## src/hdl/sca_pkg.sv

```systemverilog
// ----------------------------------------------------------------------------
// sca_pkg
// Shared types, codes and constants of the supercap start-assist controller.
// ----------------------------------------------------------------------------
package sca_pkg;

  localparam int ADC_W     = 12;
  localparam int TIME_W    = 22;
  localparam int STAMP_W   = 32;
  localparam int DUTY_W    = 10;
  localparam int CODE_W    = 3;
  localparam int CFG_IDX_W = 4;

  localparam int PWM_FULL_SCALE    = 800;
  localparam int STARTUP_WINDOW_MS = 500;
  localparam int COOLDOWN_MS       = 1000;

  localparam logic [DUTY_W-1:0] BOOST_START = DUTY_W'(PWM_FULL_SCALE / 2);
  localparam logic [DUTY_W-1:0] BOOST_STEP  = DUTY_W'(PWM_FULL_SCALE / 20);
  localparam logic [DUTY_W-1:0] BOOST_TOP   = DUTY_W'(PWM_FULL_SCALE * 8 / 10);
  localparam logic [DUTY_W-1:0] DUTY_MAX    = DUTY_W'(PWM_FULL_SCALE);

  localparam int CHARGE_BLINK_MS = 500;
  localparam int BOOST_BLINK_MS  = 50;
  localparam int FAULT_BLINK_MS  = 200;
  localparam int CHG_REM_W   = $clog2(CHARGE_BLINK_MS);
  localparam int BOOST_REM_W = $clog2(BOOST_BLINK_MS);
  localparam int FAULT_REM_W = $clog2(FAULT_BLINK_MS);

  // operating modes
  localparam logic [CODE_W-1:0] M_INIT     = 3'd0;
  localparam logic [CODE_W-1:0] M_CHARGING = 3'd1;
  localparam logic [CODE_W-1:0] M_READY    = 3'd2;
  localparam logic [CODE_W-1:0] M_BOOSTING = 3'd3;
  localparam logic [CODE_W-1:0] M_COOLDOWN = 3'd4;
  localparam logic [CODE_W-1:0] M_FAULT    = 3'd5;

  // fault codes
  localparam logic [CODE_W-1:0] F_NONE    = 3'd0;
  localparam logic [CODE_W-1:0] F_UNDER   = 3'd1;
  localparam logic [CODE_W-1:0] F_OVER    = 3'd2;
  localparam logic [CODE_W-1:0] F_BANK    = 3'd3;
  localparam logic [CODE_W-1:0] F_CURRENT = 3'd4;
  localparam logic [CODE_W-1:0] F_TIMEOUT = 3'd5;

  // configuration register indexes
  localparam logic [CFG_IDX_W-1:0] R_AC_LOW      = 4'd0;
  localparam logic [CFG_IDX_W-1:0] R_AC_HIGH     = 4'd1;
  localparam logic [CFG_IDX_W-1:0] R_BANK_CHG    = 4'd2;
  localparam logic [CFG_IDX_W-1:0] R_BANK_MAX    = 4'd3;
  localparam logic [CFG_IDX_W-1:0] R_MOTOR_START = 4'd4;
  localparam logic [CFG_IDX_W-1:0] R_CURRENT_MAX = 4'd5;
  localparam logic [CFG_IDX_W-1:0] R_CHG_TIMEOUT = 4'd6;
  localparam logic [CFG_IDX_W-1:0] R_BOOST_LIMIT = 4'd7;

  // compare operations of the shared comparator, issued in this order
  localparam int NUM_CMP  = 12;
  localparam int CMP_OP_W = $clog2(NUM_CMP);
  typedef logic [CMP_OP_W-1:0] cmp_op_t;
  localparam cmp_op_t C_AC_UNDER  = 4'd0;
  localparam cmp_op_t C_AC_OVER   = 4'd1;
  localparam cmp_op_t C_VP_OVER   = 4'd2;
  localparam cmp_op_t C_VN_OVER   = 4'd3;
  localparam cmp_op_t C_IL_OVER   = 4'd4;
  localparam cmp_op_t C_MOTOR     = 4'd5;
  localparam cmp_op_t C_VP_CHG    = 4'd6;
  localparam cmp_op_t C_VN_CHG    = 4'd7;
  localparam cmp_op_t C_T_CHARGE  = 4'd8;
  localparam cmp_op_t C_T_BOOST   = 4'd9;
  localparam cmp_op_t C_T_STARTUP = 4'd10;
  localparam cmp_op_t C_T_COOL    = 4'd11;
  localparam cmp_op_t C_LAST      = cmp_op_t'(NUM_CMP - 1);

  typedef struct packed {
    logic [ADC_W-1:0] ac;
    logic [ADC_W-1:0] vp;
    logic [ADC_W-1:0] vn;
    logic [ADC_W-1:0] il;
  } samples_t;

  typedef struct packed {
    logic [ADC_W-1:0]  ac_low;
    logic [ADC_W-1:0]  ac_high;
    logic [ADC_W-1:0]  bank_chg;
    logic [ADC_W-1:0]  bank_max;
    logic [ADC_W-1:0]  motor_start;
    logic [ADC_W-1:0]  current_max;
    logic [TIME_W-1:0] chg_timeout;
    logic [TIME_W-1:0] boost_limit;
  } limits_t;

  // time base view handed to the sequencer
  typedef struct packed {
    logic [STAMP_W-1:0] now;
    logic               charge_blink;
    logic               boost_blink;
    logic               fault_blink;
  } timebase_t;

endpackage

```

## src/hdl/sca_if.sv

```systemverilog
// ----------------------------------------------------------------------------
// sca_if
// Valid/ready channels of the controller: sample words, result words and
// configuration writes.
// ----------------------------------------------------------------------------
interface sca_in_if;
  import sca_pkg::*;
  logic             valid;
  logic             ready;
  logic [ADC_W-1:0] ac_sample;
  logic [ADC_W-1:0] pos_bank_sample;
  logic [ADC_W-1:0] neg_bank_sample;
  logic [ADC_W-1:0] load_current_sample;
  logic             zero_cross;

  modport source (output valid, ac_sample, pos_bank_sample, neg_bank_sample,
                  load_current_sample, zero_cross, input ready);
  modport sink   (input valid, ac_sample, pos_bank_sample, neg_bank_sample,
                  load_current_sample, zero_cross, output ready);
endinterface

interface sca_out_if;
  import sca_pkg::*;
  logic              valid;
  logic              ready;
  logic [DUTY_W-1:0] pos_duty;
  logic [DUTY_W-1:0] neg_duty;
  logic              pos_charge_on;
  logic              neg_charge_on;
  logic              status_led;
  logic [CODE_W-1:0] mode_out;
  logic [CODE_W-1:0] fault_out;

  modport source (output valid, pos_duty, neg_duty, pos_charge_on, neg_charge_on,
                  status_led, mode_out, fault_out, input ready);
  modport sink   (input valid, pos_duty, neg_duty, pos_charge_on, neg_charge_on,
                  status_led, mode_out, fault_out, output ready);
endinterface

interface sca_cfg_if;
  import sca_pkg::*;
  logic                 valid;
  logic                 ready;
  logic [CFG_IDX_W-1:0] index;
  logic [TIME_W-1:0]    data;

  modport source (output valid, index, data, input ready);
  modport sink   (input valid, index, data, output ready);
endinterface

```

## src/hdl/supercap_start_assist_controller.sv

```systemverilog
// ----------------------------------------------------------------------------
// supercap_start_assist_controller
// Per-millisecond supervisor for a supercap motor start assist: safety
// limits, charge/ready/boost/cooldown sequencing, PWM drive and status LED.
// ----------------------------------------------------------------------------
// Each sample word is accepted in the idle state; the twelve checks then run one
// per cycle through a single shared comparator, and the update state commits.
// A new sample word is accepted only after the previous one has committed.
// A result waiting at the output does not block the next sample word; the
// commit waits until the output register is free.
// Reset (rst_n low, synchronous): mode init, no fault, counters and drives
// zero, limits back to their default values.
module supercap_start_assist_controller (
  input  logic  clk,
  input  logic  rst_n,
  sca_in_if.sink    in_ch,
  sca_out_if.source out_ch,
  sca_cfg_if.sink   cfg_ch
);
  import sca_pkg::*;

  typedef enum logic [2:0] {
    ST_IDLE = 3'b001,
    ST_CMP  = 3'b010,
    ST_UPD  = 3'b100
  } seq_state_t;

  seq_state_t         state_r, state_nxt;
  cmp_op_t            step_r;
  logic [NUM_CMP-1:0] flags_r;
  logic               gt;

  samples_t           smp_r;
  logic               zc_r;
  logic [STAMP_W-1:0] elapsed_r;
  limits_t            lim_r;
  timebase_t          tb;

  logic [CODE_W-1:0]  mode_r, mode_nxt;
  logic [CODE_W-1:0]  fault_r, fault_nxt;
  logic [STAMP_W-1:0] stamp_r, stamp_nxt;
  logic [DUTY_W-1:0]  boost_r, boost_nxt;
  logic               pend_r, pend_nxt;
  logic               pol_r, pol_nxt;
  logic [DUTY_W-1:0]  dpos_r, dpos_nxt;
  logic [DUTY_W-1:0]  dneg_r, dneg_nxt;
  logic [1:0]         chg_r, chg_nxt;
  logic               led_r, led_nxt;
  logic               out_valid_r;

  logic in_fire;
  logic commit;
  logic unsafe;
  logic [DUTY_W-1:0] lvl;
  logic [DUTY_W-1:0] duty;

  assign in_fire = in_ch.valid && in_ch.ready;
  assign commit  = (state_r == ST_UPD) && (!out_valid_r || out_ch.ready);

  assign in_ch.ready  = (state_r == ST_IDLE);
  assign cfg_ch.ready = 1'b1;

  sca_cmp u_cmp (
    .op      (step_r),
    .smp     (smp_r),
    .lim     (lim_r),
    .elapsed (elapsed_r),
    .gt      (gt)
  );

  sca_timebase u_tb (
    .clk        (clk),
    .rst_n      (rst_n),
    .advance    (commit),
    .fault_code (fault_r),
    .tb         (tb)
  );

  // configuration registers
  always_ff @(posedge clk) begin
    if (!rst_n) begin
      lim_r.ac_low      <= ADC_W'(1000);
      lim_r.ac_high     <= ADC_W'(3000);
      lim_r.bank_chg    <= ADC_W'(3000);
      lim_r.bank_max    <= ADC_W'(3500);
      lim_r.motor_start <= ADC_W'(1550);
      lim_r.current_max <= ADC_W'(4095);
      lim_r.chg_timeout <= TIME_W'(60000);
      lim_r.boost_limit <= TIME_W'(3000);
    end else if (cfg_ch.valid) begin
      unique case (cfg_ch.index)
        R_AC_LOW:      lim_r.ac_low      <= cfg_ch.data[ADC_W-1:0];
        R_AC_HIGH:     lim_r.ac_high     <= cfg_ch.data[ADC_W-1:0];
        R_BANK_CHG:    lim_r.bank_chg    <= cfg_ch.data[ADC_W-1:0];
        R_BANK_MAX:    lim_r.bank_max    <= cfg_ch.data[ADC_W-1:0];
        R_MOTOR_START: lim_r.motor_start <= cfg_ch.data[ADC_W-1:0];
        R_CURRENT_MAX: lim_r.current_max <= cfg_ch.data[ADC_W-1:0];
        R_CHG_TIMEOUT: lim_r.chg_timeout <= cfg_ch.data;
        R_BOOST_LIMIT: lim_r.boost_limit <= cfg_ch.data;
        default: ;
      endcase
    end
  end

  // sequencer
  always_comb begin
    state_nxt = state_r;
    unique case (state_r)
      ST_IDLE: if (in_fire) state_nxt = ST_CMP;
      ST_CMP:  if (step_r == C_LAST) state_nxt = ST_UPD;
      ST_UPD:  if (commit) state_nxt = ST_IDLE;
      default: state_nxt = ST_IDLE;
    endcase
  end

  always_ff @(posedge clk) begin
    if (!rst_n) begin
      state_r <= ST_IDLE;
      step_r  <= '0;
    end else begin
      state_r <= state_nxt;
      if (state_r == ST_CMP) begin
        step_r <= (step_r == C_LAST) ? '0 : step_r + 1'b1;
      end
    end
  end

  // latch the sample word and the time since the mode was entered
  always_ff @(posedge clk) begin
    if (in_fire) begin
      smp_r.ac  <= in_ch.ac_sample;
      smp_r.vp  <= in_ch.pos_bank_sample;
      smp_r.vn  <= in_ch.neg_bank_sample;
      smp_r.il  <= in_ch.load_current_sample;
      zc_r      <= in_ch.zero_cross;
      elapsed_r <= tb.now - stamp_r;
    end
    if (state_r == ST_CMP) begin
      flags_r[step_r] <= gt;
    end
  end

  // next controller state from the collected check results
  always_comb begin
    mode_nxt  = mode_r;
    fault_nxt = fault_r;
    stamp_nxt = stamp_r;
    boost_nxt = boost_r;
    pol_nxt   = pol_r ^ zc_r;
    pend_nxt  = pend_r | zc_r;
    dpos_nxt  = dpos_r;
    dneg_nxt  = dneg_r;
    chg_nxt   = chg_r;
    led_nxt   = led_r;
    lvl       = boost_r;
    duty      = '0;

    unsafe = (mode_r != M_FAULT) && (mode_r != M_INIT) &&
             (flags_r[C_AC_UNDER] || flags_r[C_AC_OVER] || flags_r[C_VP_OVER] ||
              flags_r[C_VN_OVER] || flags_r[C_IL_OVER]);

    if (unsafe) begin
      mode_nxt = M_FAULT;
      dpos_nxt = '0;
      dneg_nxt = '0;
      chg_nxt  = 2'b00;
      priority if (flags_r[C_AC_UNDER])                      fault_nxt = F_UNDER;
      else if (flags_r[C_AC_OVER])                           fault_nxt = F_OVER;
      else if (flags_r[C_VP_OVER] || flags_r[C_VN_OVER])     fault_nxt = F_BANK;
      else                                                   fault_nxt = F_CURRENT;
    end else begin
      unique case (mode_r)
        M_INIT: begin
          mode_nxt  = M_CHARGING;
          stamp_nxt = tb.now;
          led_nxt   = 1'b0;
        end
        M_CHARGING: begin
          chg_nxt = 2'b11;
          led_nxt = tb.charge_blink;
          if (flags_r[C_VP_CHG] && flags_r[C_VN_CHG]) begin
            mode_nxt  = M_READY;
            stamp_nxt = tb.now;
          end else if (flags_r[C_T_CHARGE]) begin
            mode_nxt  = M_FAULT;
            fault_nxt = F_TIMEOUT;
            dpos_nxt  = '0;
            dneg_nxt  = '0;
            chg_nxt   = 2'b00;
          end
        end
        M_READY: begin
          chg_nxt = 2'b11;
          led_nxt = 1'b1;
          if (flags_r[C_MOTOR]) begin
            mode_nxt  = M_BOOSTING;
            stamp_nxt = tb.now;
            boost_nxt = BOOST_START;
            chg_nxt   = 2'b00;
          end
        end
        M_BOOSTING: begin
          // consume one pending crossing and ramp the level
          if (pend_nxt) begin
            pend_nxt = 1'b0;
            if (boost_r < BOOST_TOP) lvl = boost_r + BOOST_STEP;
          end
          boost_nxt = lvl;
          duty = (lvl > DUTY_MAX) ? DUTY_MAX : lvl;
          if (pol_nxt) begin
            dpos_nxt = duty;
            dneg_nxt = '0;
          end else begin
            dpos_nxt = '0;
            dneg_nxt = duty;
          end
          led_nxt = tb.boost_blink;
          if (flags_r[C_T_BOOST] || (!flags_r[C_MOTOR] && flags_r[C_T_STARTUP])) begin
            mode_nxt  = M_COOLDOWN;
            stamp_nxt = tb.now;
            dpos_nxt  = '0;
            dneg_nxt  = '0;
          end
        end
        M_COOLDOWN: begin
          dpos_nxt = '0;
          dneg_nxt = '0;
          led_nxt  = 1'b0;
          if (flags_r[C_T_COOL]) begin
            mode_nxt  = M_CHARGING;
            stamp_nxt = tb.now;
          end
        end
        default: begin
          dpos_nxt = '0;
          dneg_nxt = '0;
          chg_nxt  = 2'b00;
          led_nxt  = tb.fault_blink;
        end
      endcase
    end
  end

  // controller state doubles as the output register: it only moves on commit,
  // which waits for the output slot to be free
  always_ff @(posedge clk) begin
    if (!rst_n) begin
      mode_r      <= M_INIT;
      fault_r     <= F_NONE;
      stamp_r     <= '0;
      boost_r     <= '0;
      pend_r      <= 1'b0;
      pol_r       <= 1'b0;
      dpos_r      <= '0;
      dneg_r      <= '0;
      chg_r       <= 2'b00;
      led_r       <= 1'b0;
      out_valid_r <= 1'b0;
    end else begin
      if (commit) begin
        mode_r  <= mode_nxt;
        fault_r <= fault_nxt;
        stamp_r <= stamp_nxt;
        boost_r <= boost_nxt;
        pend_r  <= pend_nxt;
        pol_r   <= pol_nxt;
        dpos_r  <= dpos_nxt;
        dneg_r  <= dneg_nxt;
        chg_r   <= chg_nxt;
        led_r   <= led_nxt;
      end
      if (commit) begin
        out_valid_r <= 1'b1;
      end else if (out_ch.ready) begin
        out_valid_r <= 1'b0;
      end
    end
  end

  assign out_ch.valid         = out_valid_r;
  assign out_ch.pos_duty      = dpos_r;
  assign out_ch.neg_duty      = dneg_r;
  assign out_ch.pos_charge_on = chg_r[0];
  assign out_ch.neg_charge_on = chg_r[1];
  assign out_ch.status_led    = led_r;
  assign out_ch.mode_out      = mode_r;
  assign out_ch.fault_out     = fault_r;

endmodule

```

## src/hdl/sca_cmp.sv

```systemverilog
// ----------------------------------------------------------------------------
// sca_cmp
// Shared magnitude comparator: picks both operands for the requested check
// and reports a > b.
// ----------------------------------------------------------------------------
module sca_cmp (
  input  sca_pkg::cmp_op_t                op,
  input  sca_pkg::samples_t               smp,
  input  sca_pkg::limits_t                lim,
  input  logic [sca_pkg::STAMP_W-1:0]     elapsed,
  output logic                            gt
);
  import sca_pkg::*;

  logic [STAMP_W-1:0] opa;
  logic [STAMP_W-1:0] opb;

  always_comb begin
    opa = '0;
    opb = '0;
    unique case (op)
      C_AC_UNDER: begin
        opa = STAMP_W'(lim.ac_low);
        opb = STAMP_W'(smp.ac);
      end
      C_AC_OVER: begin
        opa = STAMP_W'(smp.ac);
        opb = STAMP_W'(lim.ac_high);
      end
      C_VP_OVER: begin
        opa = STAMP_W'(smp.vp);
        opb = STAMP_W'(lim.bank_max);
      end
      C_VN_OVER: begin
        opa = STAMP_W'(smp.vn);
        opb = STAMP_W'(lim.bank_max);
      end
      C_IL_OVER: begin
        opa = STAMP_W'(smp.il);
        opb = STAMP_W'(lim.current_max);
      end
      C_MOTOR: begin
        opa = STAMP_W'(smp.il);
        opb = STAMP_W'(lim.motor_start);
      end
      C_VP_CHG: begin
        opa = STAMP_W'(smp.vp);
        opb = STAMP_W'(lim.bank_chg);
      end
      C_VN_CHG: begin
        opa = STAMP_W'(smp.vn);
        opb = STAMP_W'(lim.bank_chg);
      end
      C_T_CHARGE: begin
        opa = elapsed;
        opb = STAMP_W'(lim.chg_timeout);
      end
      C_T_BOOST: begin
        opa = elapsed;
        opb = STAMP_W'(lim.boost_limit);
      end
      C_T_STARTUP: begin
        opa = elapsed;
        opb = STAMP_W'(STARTUP_WINDOW_MS);
      end
      C_T_COOL: begin
        opa = elapsed;
        opb = STAMP_W'(COOLDOWN_MS);
      end
      default: begin
        opa = '0;
        opb = '0;
      end
    endcase
  end

  assign gt = opa > opb;

endmodule

```

## src/hdl/sca_timebase.sv

```systemverilog
// ----------------------------------------------------------------------------
// sca_timebase
// Millisecond counter with running quotient/remainder trackers for the LED
// blink periods, so no divider is needed.
// ----------------------------------------------------------------------------
module sca_timebase (
  input  logic                        clk,
  input  logic                        rst_n,
  input  logic                        advance,
  input  logic [sca_pkg::CODE_W-1:0]  fault_code,
  output sca_pkg::timebase_t          tb
);
  import sca_pkg::*;

  logic [STAMP_W-1:0]     ms_r;
  logic [CHG_REM_W-1:0]   chg_rem_r;
  logic                   chg_par_r;
  logic [BOOST_REM_W-1:0] boost_rem_r;
  logic                   boost_par_r;
  logic [FAULT_REM_W-1:0] fault_rem_r;
  // quotient of now/200 modulo 2..6
  logic                   q_m2_r;
  logic [1:0]             q_m3_r;
  logic [1:0]             q_m4_r;
  logic [2:0]             q_m5_r;
  logic [2:0]             q_m6_r;
  logic                   fault_led;

  always_ff @(posedge clk) begin
    if (!rst_n) begin
      ms_r        <= '0;
      chg_rem_r   <= '0;
      chg_par_r   <= 1'b0;
      boost_rem_r <= '0;
      boost_par_r <= 1'b0;
      fault_rem_r <= '0;
      q_m2_r      <= '0;
      q_m3_r      <= '0;
      q_m4_r      <= '0;
      q_m5_r      <= '0;
      q_m6_r      <= '0;
    end else if (advance) begin
      if (ms_r == '1) begin
        // counter wraps: every quotient restarts at zero
        ms_r        <= '0;
        chg_rem_r   <= '0;
        chg_par_r   <= 1'b0;
        boost_rem_r <= '0;
        boost_par_r <= 1'b0;
        fault_rem_r <= '0;
        q_m2_r      <= '0;
        q_m3_r      <= '0;
        q_m4_r      <= '0;
        q_m5_r      <= '0;
        q_m6_r      <= '0;
      end else begin
        ms_r <= ms_r + 1'b1;
        if (chg_rem_r == CHG_REM_W'(CHARGE_BLINK_MS - 1)) begin
          chg_rem_r <= '0;
          chg_par_r <= ~chg_par_r;
        end else begin
          chg_rem_r <= chg_rem_r + 1'b1;
        end
        if (boost_rem_r == BOOST_REM_W'(BOOST_BLINK_MS - 1)) begin
          boost_rem_r <= '0;
          boost_par_r <= ~boost_par_r;
        end else begin
          boost_rem_r <= boost_rem_r + 1'b1;
        end
        if (fault_rem_r == FAULT_REM_W'(FAULT_BLINK_MS - 1)) begin
          fault_rem_r <= '0;
          q_m2_r      <= ~q_m2_r;
          q_m3_r      <= (q_m3_r == 2'd2) ? 2'd0 : q_m3_r + 2'd1;
          q_m4_r      <= q_m4_r + 2'd1;
          q_m5_r      <= (q_m5_r == 3'd4) ? 3'd0 : q_m5_r + 3'd1;
          q_m6_r      <= (q_m6_r == 3'd5) ? 3'd0 : q_m6_r + 3'd1;
        end else begin
          fault_rem_r <= fault_rem_r + 1'b1;
        end
      end
    end
  end

  // LED on when the 200 ms period index is a multiple of fault_code + 1
  always_comb begin
    unique case (fault_code)
      F_UNDER:   fault_led = (q_m2_r == 1'b0);
      F_OVER:    fault_led = (q_m3_r == 2'd0);
      F_BANK:    fault_led = (q_m4_r == 2'd0);
      F_CURRENT: fault_led = (q_m5_r == 3'd0);
      F_TIMEOUT: fault_led = (q_m6_r == 3'd0);
      default:   fault_led = 1'b1;
    endcase
  end

  assign tb.now          = ms_r;
  assign tb.charge_blink = chg_par_r;
  assign tb.boost_blink  = boost_par_r;
  assign tb.fault_blink  = fault_led;

endmodule

```

## src/flat_wrapper.sv

```systemverilog
// flat-port wrapper written by rule: the top's interface ports become plain ports
module supercap_start_assist_controller_flat import sca_pkg::*;
  (clk, rst_n, in_ch_valid, in_ch_ac_sample, in_ch_pos_bank_sample, in_ch_neg_bank_sample, in_ch_load_current_sample, in_ch_zero_cross, in_ch_ready, out_ch_valid, out_ch_pos_duty, out_ch_neg_duty, out_ch_pos_charge_on, out_ch_neg_charge_on, out_ch_status_led, out_ch_mode_out, out_ch_fault_out, out_ch_ready, cfg_ch_valid, cfg_ch_index, cfg_ch_data, cfg_ch_ready);
  sca_in_if in_ch_i ();
  sca_out_if out_ch_i ();
  sca_cfg_if cfg_ch_i ();
  input  logic clk;
  input  logic rst_n;
  input wire logic [$bits(in_ch_i.valid)-1:0] in_ch_valid;
  input wire logic [$bits(in_ch_i.ac_sample)-1:0] in_ch_ac_sample;
  input wire logic [$bits(in_ch_i.pos_bank_sample)-1:0] in_ch_pos_bank_sample;
  input wire logic [$bits(in_ch_i.neg_bank_sample)-1:0] in_ch_neg_bank_sample;
  input wire logic [$bits(in_ch_i.load_current_sample)-1:0] in_ch_load_current_sample;
  input wire logic [$bits(in_ch_i.zero_cross)-1:0] in_ch_zero_cross;
  output wire logic [$bits(in_ch_i.ready)-1:0] in_ch_ready;
  output wire logic [$bits(out_ch_i.valid)-1:0] out_ch_valid;
  output wire logic [$bits(out_ch_i.pos_duty)-1:0] out_ch_pos_duty;
  output wire logic [$bits(out_ch_i.neg_duty)-1:0] out_ch_neg_duty;
  output wire logic [$bits(out_ch_i.pos_charge_on)-1:0] out_ch_pos_charge_on;
  output wire logic [$bits(out_ch_i.neg_charge_on)-1:0] out_ch_neg_charge_on;
  output wire logic [$bits(out_ch_i.status_led)-1:0] out_ch_status_led;
  output wire logic [$bits(out_ch_i.mode_out)-1:0] out_ch_mode_out;
  output wire logic [$bits(out_ch_i.fault_out)-1:0] out_ch_fault_out;
  input wire logic [$bits(out_ch_i.ready)-1:0] out_ch_ready;
  input wire logic [$bits(cfg_ch_i.valid)-1:0] cfg_ch_valid;
  input wire logic [$bits(cfg_ch_i.index)-1:0] cfg_ch_index;
  input wire logic [$bits(cfg_ch_i.data)-1:0] cfg_ch_data;
  output wire logic [$bits(cfg_ch_i.ready)-1:0] cfg_ch_ready;
  assign in_ch_i.valid = in_ch_valid;
  assign in_ch_i.ac_sample = in_ch_ac_sample;
  assign in_ch_i.pos_bank_sample = in_ch_pos_bank_sample;
  assign in_ch_i.neg_bank_sample = in_ch_neg_bank_sample;
  assign in_ch_i.load_current_sample = in_ch_load_current_sample;
  assign in_ch_i.zero_cross = in_ch_zero_cross;
  assign in_ch_ready = in_ch_i.ready;
  assign out_ch_valid = out_ch_i.valid;
  assign out_ch_pos_duty = out_ch_i.pos_duty;
  assign out_ch_neg_duty = out_ch_i.neg_duty;
  assign out_ch_pos_charge_on = out_ch_i.pos_charge_on;
  assign out_ch_neg_charge_on = out_ch_i.neg_charge_on;
  assign out_ch_status_led = out_ch_i.status_led;
  assign out_ch_mode_out = out_ch_i.mode_out;
  assign out_ch_fault_out = out_ch_i.fault_out;
  assign out_ch_i.ready = out_ch_ready;
  assign cfg_ch_i.valid = cfg_ch_valid;
  assign cfg_ch_i.index = cfg_ch_index;
  assign cfg_ch_i.data = cfg_ch_data;
  assign cfg_ch_ready = cfg_ch_i.ready;
  supercap_start_assist_controller u_core (.clk(clk), .rst_n(rst_n), .in_ch(in_ch_i), .out_ch(out_ch_i), .cfg_ch(cfg_ch_i));
endmodule
```

## config.mk

```make
export PLATFORM = sky130hd
export DESIGN_NAME = supercap_start_assist_controller_flat
export DESIGN_NICKNAME = d
export VERILOG_FILES = /design/src/hdl/sca_pkg.sv /design/src/hdl/sca_if.sv /design/src/hdl/supercap_start_assist_controller.sv /design/src/hdl/sca_cmp.sv /design/src/hdl/sca_timebase.sv /design/src/flat_wrapper.sv
export SDC_FILE = /design/constraint.sdc
export NUM_CORES = 1
export LEC_CHECK = 0
export BUFFER_PORTS_ARGS = -buffer_cell sky130_fd_sc_hd__buf_2
export CAP_MARGIN = 20
export CELL_PAD_IN_SITES_DETAIL_PLACEMENT = 0
export CELL_PAD_IN_SITES_GLOBAL_PLACEMENT = 1
export CORE_UTILIZATION = 47
export CTS_BUF_LIST = sky130_fd_sc_hd__clkbuf_8 sky130_fd_sc_hd__clkbuf_16
export DETAILED_ROUTE_END_ITERATION = 6
export HOLD_SLACK_MARGIN = 0.1
export PLACE_DENSITY = 0.8
export SYNTH_ARGS = -nofsm -noshare
export SYNTH_HDL_FRONTEND = slang
export SYNTH_SLANG_ARGS = --single-unit
```

## constraint.sdc

```tcl
create_clock -name clk -period 4.8 [get_ports clk]
set_input_delay 0 -clock clk [delete_from_list [all_inputs] [get_ports clk]]
set_output_delay 0 -clock clk [all_outputs]
set_load 0.005 [all_outputs]
```

# Yosys cells after proc, flatten, opt, wreduce, memory -nomap -nowiden

Index checks and enable logic that the tools add are counted.

Input port bits: 80
Output and inout bits: 32
Word-level logic and storage cells: 256
Register bits: 358

Magnitude comparators: 5
Multiplexer cells: 80
Add/subtract/negate cells: 11
Equal/unequal tests: 54
Reduce and logical (&&, ||, !) cells: 61
Bitwise logic cells: 6

Operator list:

| operator                                                                | number |
|---|---|
| 22-bit case mux with 10 select lines                                    | 1 |
| 32-bit case mux with 6 select lines                                     | 1 |
| 32-bit 2-to-1 mux                                                       | 5 |
| 32-bit case mux with 5 select lines                                     | 1 |
| 10-bit 2-to-1 mux                                                       | 14 |
| 3-bit 2-to-1 mux                                                        | 21 |
| 10-bit case mux with 3 select lines                                     | 2 |
| 32-bit by 1-bit adder with 32-bit output, second input constant         | 1 |
| 32-bit equality test, second input constant                             | 1 |
| 4-bit by 3-bit equality test with 1-bit output, second input constant   | 8 |
| 32-bit by 22-bit greater-than comparator with 1-bit output              | 1 |
| 32-bit subtractor                                                       | 1 |
| 2-bit AND reduction                                                     | 13 |
| 10-bit case mux with 2 select lines                                     | 1 |
| 3-bit equality test, second input constant                              | 6 |
| 2-bit 2-to-1 mux                                                        | 9 |
| 9-bit 2-to-1 mux                                                        | 2 |
| 2-bit by 1-bit inequality test with 1-bit output, second input constant | 9 |
| 4-bit by 2-bit equality test with 1-bit output, second input constant   | 4 |
| 4-bit equality test, second input constant                              | 4 |
| 8-bit 2-to-1 mux                                                        | 2 |
| 3-bit by 2-bit equality test with 1-bit output, second input constant   | 5 |
| 3-bit case mux with 5 select lines                                      | 1 |
| 2-bit nonzero test                                                      | 7 |
| other kinds (50)                                                        | 97 |

# Longest topological paths before layout

Gate-level depths: netlist of run 1.

Word-level depth: 12
Gate-level depth with buffers: 16
Gate-level depth less buffers: 14

# Hierarchy

Synthesis of run 1 repeated with hierarchy kept, for this count alone.

Cells, all modules: 1982
Area total of the unflattened synthesis: 17671.9 sq um

Modules (own cells, without submodules):

| module                           | sequential area each (sq um) | area each (sq um) | cells each | instances |
|---|---|---|---|---|
| supercap_start_assist_controller | 6576.3                       | 12522.0           | 1341       | 1 |
| sca_timebase                     | 1361.3                       | 3342.0            | 392        | 1 |
| sca_cmp                          | 0.0                          | 1808.0            | 249        | 1 |

# Worst setup path after synthesis of run 1

OpenSTA, ideal clock, no wires.

Path kind: register to register
Start point: register u_core.step_r[2]
End point: register u_core.flags_r[0], data pin
Setup time: 0.354 ns
Data required time: 4.446 ns
Period minus slack after synthesis: 3.417 ns
Path slack: 1.383 ns
Stages on the path, launching flop included: 15
Path buffers: 3
Data arrival time: 3.064 ns
Path through: dfxtp_1 clkbuf_1 nor2b_1 and2_1 clkbuf_1 buf_1 a22oi_1 ha_1 a21o_1 a21oi_1 nor2b_1 a2111oi_0 o221ai_1 a21oi_1 o21ai_0

Cells in the longest elaborated chain, start to end: 5
Elaborated cells on any way between the ends: 27
Classes of those cells: 3 x order compare; 11 x eq/ne; 5 x mux; 8 x reduce/logical

RTL lines:

| element                                                                                     | line                                    | RTL |
|---|---|---|
| from (decl)                                                                                 | supercap_start_assist_controller.sv:29  | `cmp_op_t step_r;` |
| from (signal assigned)                                                                      | supercap_start_assist_controller.sv:123 | `step_r <= (step_r == C_LAST) ? '0 : step_r + 1'b1;` |
| 4-bit equality test, or another cell as far along                                           | sca_cmp.sv:21                           | `unique case (op)` |
| 4-bit OR reduction (no source line) or 2-bit OR reduction (tied branches)                   | -                                       |  |
| 32-bit case mux with 6 select lines or 22-bit case mux with 10 select lines (tied branches) | sca_cmp.sv:21                           |  |
| 32-bit by 22-bit greater-than comparator with 1-bit output *                                | sca_cmp.sv:77                           | `assign gt = opa > opb;` |
| via u_core.gt                                                                               | supercap_start_assist_controller.sv:31  | `logic gt;` |
| 12-bit bitwise mux *                                                                        | supercap_start_assist_controller.sv:139 | `flags_r[step_r] <= gt;` |
| to (signal, indexed assignment)                                                             | supercap_start_assist_controller.sv:139 |  |
| to (decl)                                                                                   | supercap_start_assist_controller.sv:30  | `logic [NUM_CMP-1:0] flags_r;` |

The timed path passes the listed nets; every way through them passes the cells marked *.
A chain may end at the register's enable or synchronous reset.

# Worst setup path in the final report of run 1

Start point: register u_core.step_r[3]
End point: register u_core.flags_r[6], data pin

Same word-level chain as after synthesis.

==> results.txt, run 1 <==
Chip Width -> 193 um
Psw -> 1.44 mW
pwr dens -> 324 nW/um^2
Netlist cell types -> 82
core box area -> 35800 um^2
number of setup buffers added after CTS -> 0
critical path class -> reg2reg
R2R setup slack -> 910 ps
Cells after Synth -> 1957
list of most frequent post-synthesis cells -> nand2_1, dfxtp_1, nor2_1, nand3_1, edfxtp_1
NumNets Final -> 2223
CTS Buf Count -> 39
sequential share of power -> 48.4%
Min-Delay Path Class -> in2reg
multiplexer area fraction after synthesis -> 0.523%
Post-DRT Antenna Nets -> 0
Post-CTS Resized -> 0
Critical Path Fanout Max -> 13
IO Count -> 112
final wirelength -> 48000 um
root buffer cell -> clkbuf_16
Post-synth top flop -> dfxtp_1
hold-fix buffers at CTS -> 77
Yosys reg bits -> 349
min cycle time layout -> 3890 ps
Post-Synth XOR/XNOR Area -> 4.32%
initial core utilization -> 48.1%
maximum clock rate -> 257 MHz
die area -> 37400 um^2
total grt overflow -> 0
Clock Sinks -> 349
drt drc -> 16
main combinational cell family by area after synthesis -> simple AND/OR/NAND/NOR gates
Core Util, Final -> 55.8%
Detailed Route Iter0 Violations -> 1223
leak pwr -> 7.82 nW
outcome -> complete, but fails checks
syn_nets -> 2105
H-tree levels -> 2
clock skew -> 31.0 ps
post-synth top area share -> 29.8%
clock latency on the worst-skew pair -> 550 ps
fin. max-slew vios -> 0
switching share of power -> 22.2%
setup TNS after final layout -> 0 ps
top cell type by total area after synthesis -> dfxtp_1
maxcap violations -> 0
Vias/cell -> 5.63
DR WL met2 -> 22500 um
share of total power in the clock network -> 46.9%
Post-synth EDFFs -> 93
share of layout cells above drive strength 1 -> 10.1%
Port-buffer cells -> 110
asr flop ratio synth -> 0%
Vias -> 14500
Slew Limit Headroom -> 20.0%
largest net degree at the start of global routing -> 81
sequential area share after synthesis -> 46.0%
DIE HEIGHT -> 193 um
Synth Area in Simple Gates -> 22.8%
initial antenna violation count -> 5
synth warn -> 0
top sig layer -> met5
TritonCTS clock tree -> yes
WP data arrival -> 4150 ps
TritonRoute pass-1 iters -> 7
Placer Congestion -> 0.916
vias in the first global route -> 13800
failing checks -> design-rule violations
Compound-Gate Fraction of Synth Area -> 16.6%
DR WL met3 -> 3070 um
Syn Area/Cell -> 8.80 um^2
mapped cell area -> 17200 um^2
Cell Int Power -> 5.05 mW
Total GRT Usage -> 25.5%
area grow syn2layout -> 16.2%
unrepaired setup endpoints after global routing -> false
critical path capture point type -> flip-flop
logic gate share of total power -> 4.7%
Finish-stage setup viols -> 0
dpl hpwl -> 33000 um
transition time of the tightest slew-check pin -> 1200 ps
global-route wire length before repair -> 75900 um
Reg clk slew, reported paths -> 70 ps
Longest Clk Path Bufs -> 3
most common cell in the netlist -> nand2_1
fin crit share -> 81.0%
Required @ worst endpoint -> 5060 ps
Peak VDD IR -> 0.000397 V
Synth Area in Adders -> 4.98%
Critical Path Source Type -> flip-flop
drt wl/cell -> 18.7 um
Post-Route M1 WL -> 20300 um
synth top area cells -> dfxtp_1, edfxtp_1, nand2_1
std cell rows -> 69
final hold vios -> 0
-- power groups by stage --
stage | sequential, mW | combinational (mW) | clock (mW)
detailed placement | 3.20 | 0.253 | 0
global placement | 3.21 | 0.245 | 0
finish | 3.14 | 0.306 | 3.04
global route | 3.14 | 0.333 | 3.20
CTS | 3.14 | 0.301 | 3.08
floorplan | 3.18 | 0.163 | 0
-- layout make-up --
cell class                      instances  area [um^2]
Antenna cell                            4         10.0
Clock buffer                           47         1120
Clock inverter                         24          186
Fill cell                            3199        15800
Inverter                               59          221
Multi-Input combinational cell       1422         8500
Sequential cell                       349         7920
Tap cell                              461          577
Timing Repair Buffer                  204         1470
-- per-stage QoR --
stage / cells / hold WS (ps) / cell area, um^2 / power (mW) / worst slack [ps]
floorplan: 1957 / 98.9 / 17200 / 3.34 / 1380
global placement: 2416 / 178 / 17900 / 3.45 / 771
detailed placement: 2417 / 178 / 17900 / 3.46 / 1040
CTS: 2565 / 130 / 20000 / 6.52 / 1030
global route: 2568 / 171 / 20000 / 6.67 / 578
finish: 2570 / 149 / 20000 / 6.49 / 912
-- cells in the final DEF, fill, tap and decap left out, types with 55 or more instances in the layout --
| cell | instances |
|---|---|
| nand2_1 | 424 |
| dfxtp_1 | 256 |
| nor2_1 | 122 |
| nand3_1 | 110 |
| buf_2 | 109 |
| edfxtp_1 | 93 |
| dlygate4sd3_1 | 77 |
| a21boi_0 | 68 |
| ha_1 | 67 |
| inv_1 | 66 |
| a21oi_1 | 60 |
| o21ai_0 | 55 |
-- cell families after synthesis --
group,Yosys count
AND/OR/NAND/NOR,853
AO/OA/AOI/OAI,406
flip-flops,349
buffers and inverters,186
XOR/XNOR,85
adder cells (fa/ha/maj),68
multiplexers,9
other,1
-- sequential cells by signal, summed over array words and instances (netlist names), 7 cells and up --
signal / flops
u_core.boost_r: 7
u_core.elapsed_r: 32
u_core.flags_r: 12
u_core.lim_r: 116
u_core.out_ch.neg_duty: 7
u_core.out_ch.pos_duty: 8
u_core.smp_r: 48
u_core.stamp_r: 32
u_core.u_tb.chg_rem_r: 9
u_core.u_tb.fault_rem_r: 8
u_core.u_tb.ms_r: 32
-- final timing paths --
kind                            cells after the start                      start                         to
worst max-delay path                               13           u_core.step_r[3]          u_core.flags_r[6]
worst min-delay path                                6            cfg_ch_index[3]           u_core.lim_r[59]
worst max register to register                     13           u_core.step_r[3]          u_core.flags_r[6]
worst min register to register                      2  u_core.out_ch.pos_duty[7]  u_core.out_ch.pos_duty[7]
-- per-layer routing --
layer / global-route usage [%] / up-vias
met1: 32.0 / 6780
met2: 42.6 / 486
met5: 0 / -
met4: 12.1 / 2
li1: - / 7077
met3: 4.45 / 130
-- critical path, cell delays in order (launching register included) --
cell	delay (ps)
dfxtp_1	580
nor2b_2	400
and2_1	590
buf_4	290
a22oi_1	80
ha_1	310
a21o_1	170
a21oi_1	140
nor2b_1	60
a2111oi_0	360
o221ai_1	190
a21oi_1	140
o21ai_0	80
buf_4	230
(Power assumes the default switching activity.)
==> inputs of run 2 (changes only) <==
Settings changed: CORE_UTILIZATION 47 to 42, PLACE_DENSITY 0.8 to 0.76.
Clock period 4.8 ns to 3.45 ns, I/O delays scaled along.
==> run 2 against run 1 <==
Net effect: the run still ends with design-rule violations left; maximum frequency increased by 18%; cell count rose by 3.6%; die area increased by 12%; cell area is 1.6% higher; non-clock buffer count rose by 31; sequential cell count unchanged; power up 38%; via count increased by 1.0%; clock skew is 2.3 ps higher; worst setup slack got worse by 750 ps; critical path depth grew 2; critical path type unchanged; critical endpoint is now u_core.flags_r[4].
==> results.txt, run 2 (synthesis gave the netlist of run 1 again) <==
CTS Buf Count -> 40 (+2.6%)
IO Count -> 112 (unchanged)
non-filler cells, final -> 2662 (+3.6%)
Placer Congestion -> 0.902 (-1.5%)
Place WS -> -52.8 ps (-1090 ps)
most common cell after layout, fill and taps aside -> nand2_1
largest registers -> u_core.lim_r (116), u_core.smp_r (48)
Port-buffer cells -> 110 (unchanged)
fin. max-slew vios -> 0 (unchanged)
Min-Delay Path Class -> in2reg
final wirelength -> 49600 um (+3.2%)
DIE HEIGHT -> 204 um (+5.7%)
Vias/cell -> 5.49 (-2.5%)
share of layout cells above drive strength 1 -> 12.0% (+1.9 points)
initial core utilization -> 42.9% (-5.1 points)
share of total power in the clock network -> 46.1% (-0.8 points)
clock latency on the worst-skew pair -> 560 ps (about the same)
min cycle time layout -> 3290 ps (-600 ps)
global-route wire length before repair -> 77800 um (+2.5%)
vias in the first global route -> 14000 (+0.92%)
switching share of power -> 22.8% (+0.57 points)
dpl hpwl -> 34600 um (+4.9%)
Critical Path Source Type -> flip-flop
TritonCTS clock tree -> yes
transition time of the tightest slew-check pin -> 945 ps (-256 ps)
maxcap violations -> 0 (unchanged)
Post-Route M1 WL -> 21300 um (+4.9%)
Cell Int Power -> 6.90 mW (+37%)
std cell rows -> 73 (+5.8%)
H-tree levels -> 2 (unchanged)
drt wl/cell -> 18.6 um (-0.41%)
largest net degree at the start of global routing -> 74 (-8.6%)
clock skew -> 33.3 ps (+2.28 ps)
NumNets Final -> 2255 (+1.4%)
outcome -> complete, but fails checks
Required @ worst endpoint -> 3760 ps (-1300 ps)
Reg clk slew, reported paths -> 60 ps (about the same)
root buffer cell -> clkbuf_16
initial antenna violation count -> 0 (-5)
TritonRoute pass-1 iters -> 7 (unchanged)
unrepaired setup endpoints after global routing -> false
WP data arrival -> 3600 ps (-550 ps)
failing checks -> design-rule violations
fin crit share -> 95.3% (+14 points)
pwr dens -> 440 nW/um^2 (+36%)
drt drc -> 2 (-14)
core box area -> 40100 um^2 (+12%)
sequential share of power -> 48.9% (+0.5 points)
ant diodes -> 0 (-4)
Peak VDD IR -> 0.000349 V (-12%)
max reg flops -> 116 (unchanged)
Detailed Route Iter0 Violations -> 1049 (-14%)
critical path class -> reg2reg
Psw -> 2.04 mW (+41%)
total grt overflow -> 0 (unchanged)
Top reg by flops -> u_core.lim_r
Clock Sinks -> 349 (unchanged)
Finish-stage setup viols -> 0 (unchanged)
placed cell count -> 2510 (+3.8%)
DR WL met2 -> 23800 um (+5.7%)
area grow syn2layout -> 18.1%
leak pwr -> 7.97 nW (+2.0%)
Vias -> 14600 (+1.0%)
Longest Clk Path Bufs -> 3 (unchanged)
Post-DRT Antenna Nets -> 0 (unchanged)
Slew Limit Headroom -> 36.2% (+16 points)
Total GRT Usage -> 23.9% (-1.6 points)
critical path capture point type -> flip-flop
die area -> 41800 um^2 (+12%)
Final WS setup -> 162 ps (-750 ps)
Chip Width -> 204 um (+5.7%)
DR WL met3 -> 2860 um (-6.6%)
final hold vios -> 0 (unchanged)
Critical Path Fanout Max -> 11 (-2)
commonest non-fill, non-tap cells in the layout -> nand2_1, dfxtp_1, nor2_1
maximum clock rate -> 304 MHz (+18%)
top sig layer -> met4
logic gate share of total power -> 5.1% (+0.4 points)
-- run 2: cell count changes in the layout (fill, tap and decap cells not counted), moves of 3 or more --
cell	delta
clkinv_2	+4
buf_4	+26
diode_2	-4
and2_1	-3
-- run 2: critical path, stage by stage, from the launching register on --
cell and delay (ps):
dfxtp_1 320, buf_4 150, ha_1 270, o21a_1 230, buf_4 190, a22oi_1 190, nand3_1 120, a221oi_2 230
ha_1 290, o21ai_1 100, nand2b_1 100, a21oi_2 170, o221ai_1 140, a21oi_1 180, o21ai_2 130, buf_6 220
-- run 2: metrics by stage --
stage / hold WS [ps] / setup TNS (ps) / power (mW) / area (um^2) / util [%]
6_report: 150 / 0 / 8.94 / 20300 / 50.7
2_1_floorplan: 98.9 / 0 / 4.65 / 17200 / -
3_5_place_dp: 179 / -632 / 4.82 / 18200 / 45.4
4_1_cts: 119 / 0 / 9.04 / 20300 / 50.5
5_1_grt: 130 / 0 / 9.27 / 20300 / 50.7
3_3_place_gp: 180 / 0 / 4.82 / 18200 / 45.4
-- run 2: worst paths after layout --
kind | start | end | slack, ps | cells past startpoint
worst max register to register | u_core.step_r[0] | u_core.flags_r[4] | 160 | 15
worst max-delay path | u_core.step_r[0] | u_core.flags_r[4] | 160 | 15
worst min-delay path | in_ch_neg_bank_sample[1] | u_core.smp_r[13] | 150 | 2
worst min register to register | u_core.out_ch.pos_duty[5] | u_core.out_ch.pos_duty[5] | 450 | 2
-- run 2: cell type report --
| class | count | area (um^2) |
|---|---|---|
| inverters | 59 | 221 |
| repair buffers | 235 | 1730 |
| clock buffers | 46 | 1080 |
| well taps | 525 | 657 |
| fillers | 3759 | 19800 |
| clock inverters | 26 | 186 |
| flip-flops and latches | 349 | 7920 |
| multi-input cells | 1422 | 8540 |
-- run 2: routing by layer --
layer	GRT usage, %	vias to the layer above
met5	0	-
met4	9.86	0
met3	3.67	81
met2	40.1	403
met1	30.4	6994
li1	-	7143
-- run 2: what timing repair did --
item | in CTS | in global routing
pin swaps | 0 | 3
cloned | 0 | 1
setup buffers | 0 | 0
gates resized for setup | 1 | 18
setup endpoints to repair | 12 | 12
hold buffers | 78 | 0
endpoints found under the hold margin | 235 | 0
-- run 2: power by group through the flow --
stage / clock network, mW / registers [mW] / logic [mW]
global placement: 0 / 4.46 / 0.359
finish: 4.12 / 4.37 / 0.454
detailed placement: 0 / 4.46 / 0.369
CTS: 4.23 / 4.37 / 0.438
floorplan: 0 / 4.42 / 0.226
global route: 4.40 / 4.37 / 0.493
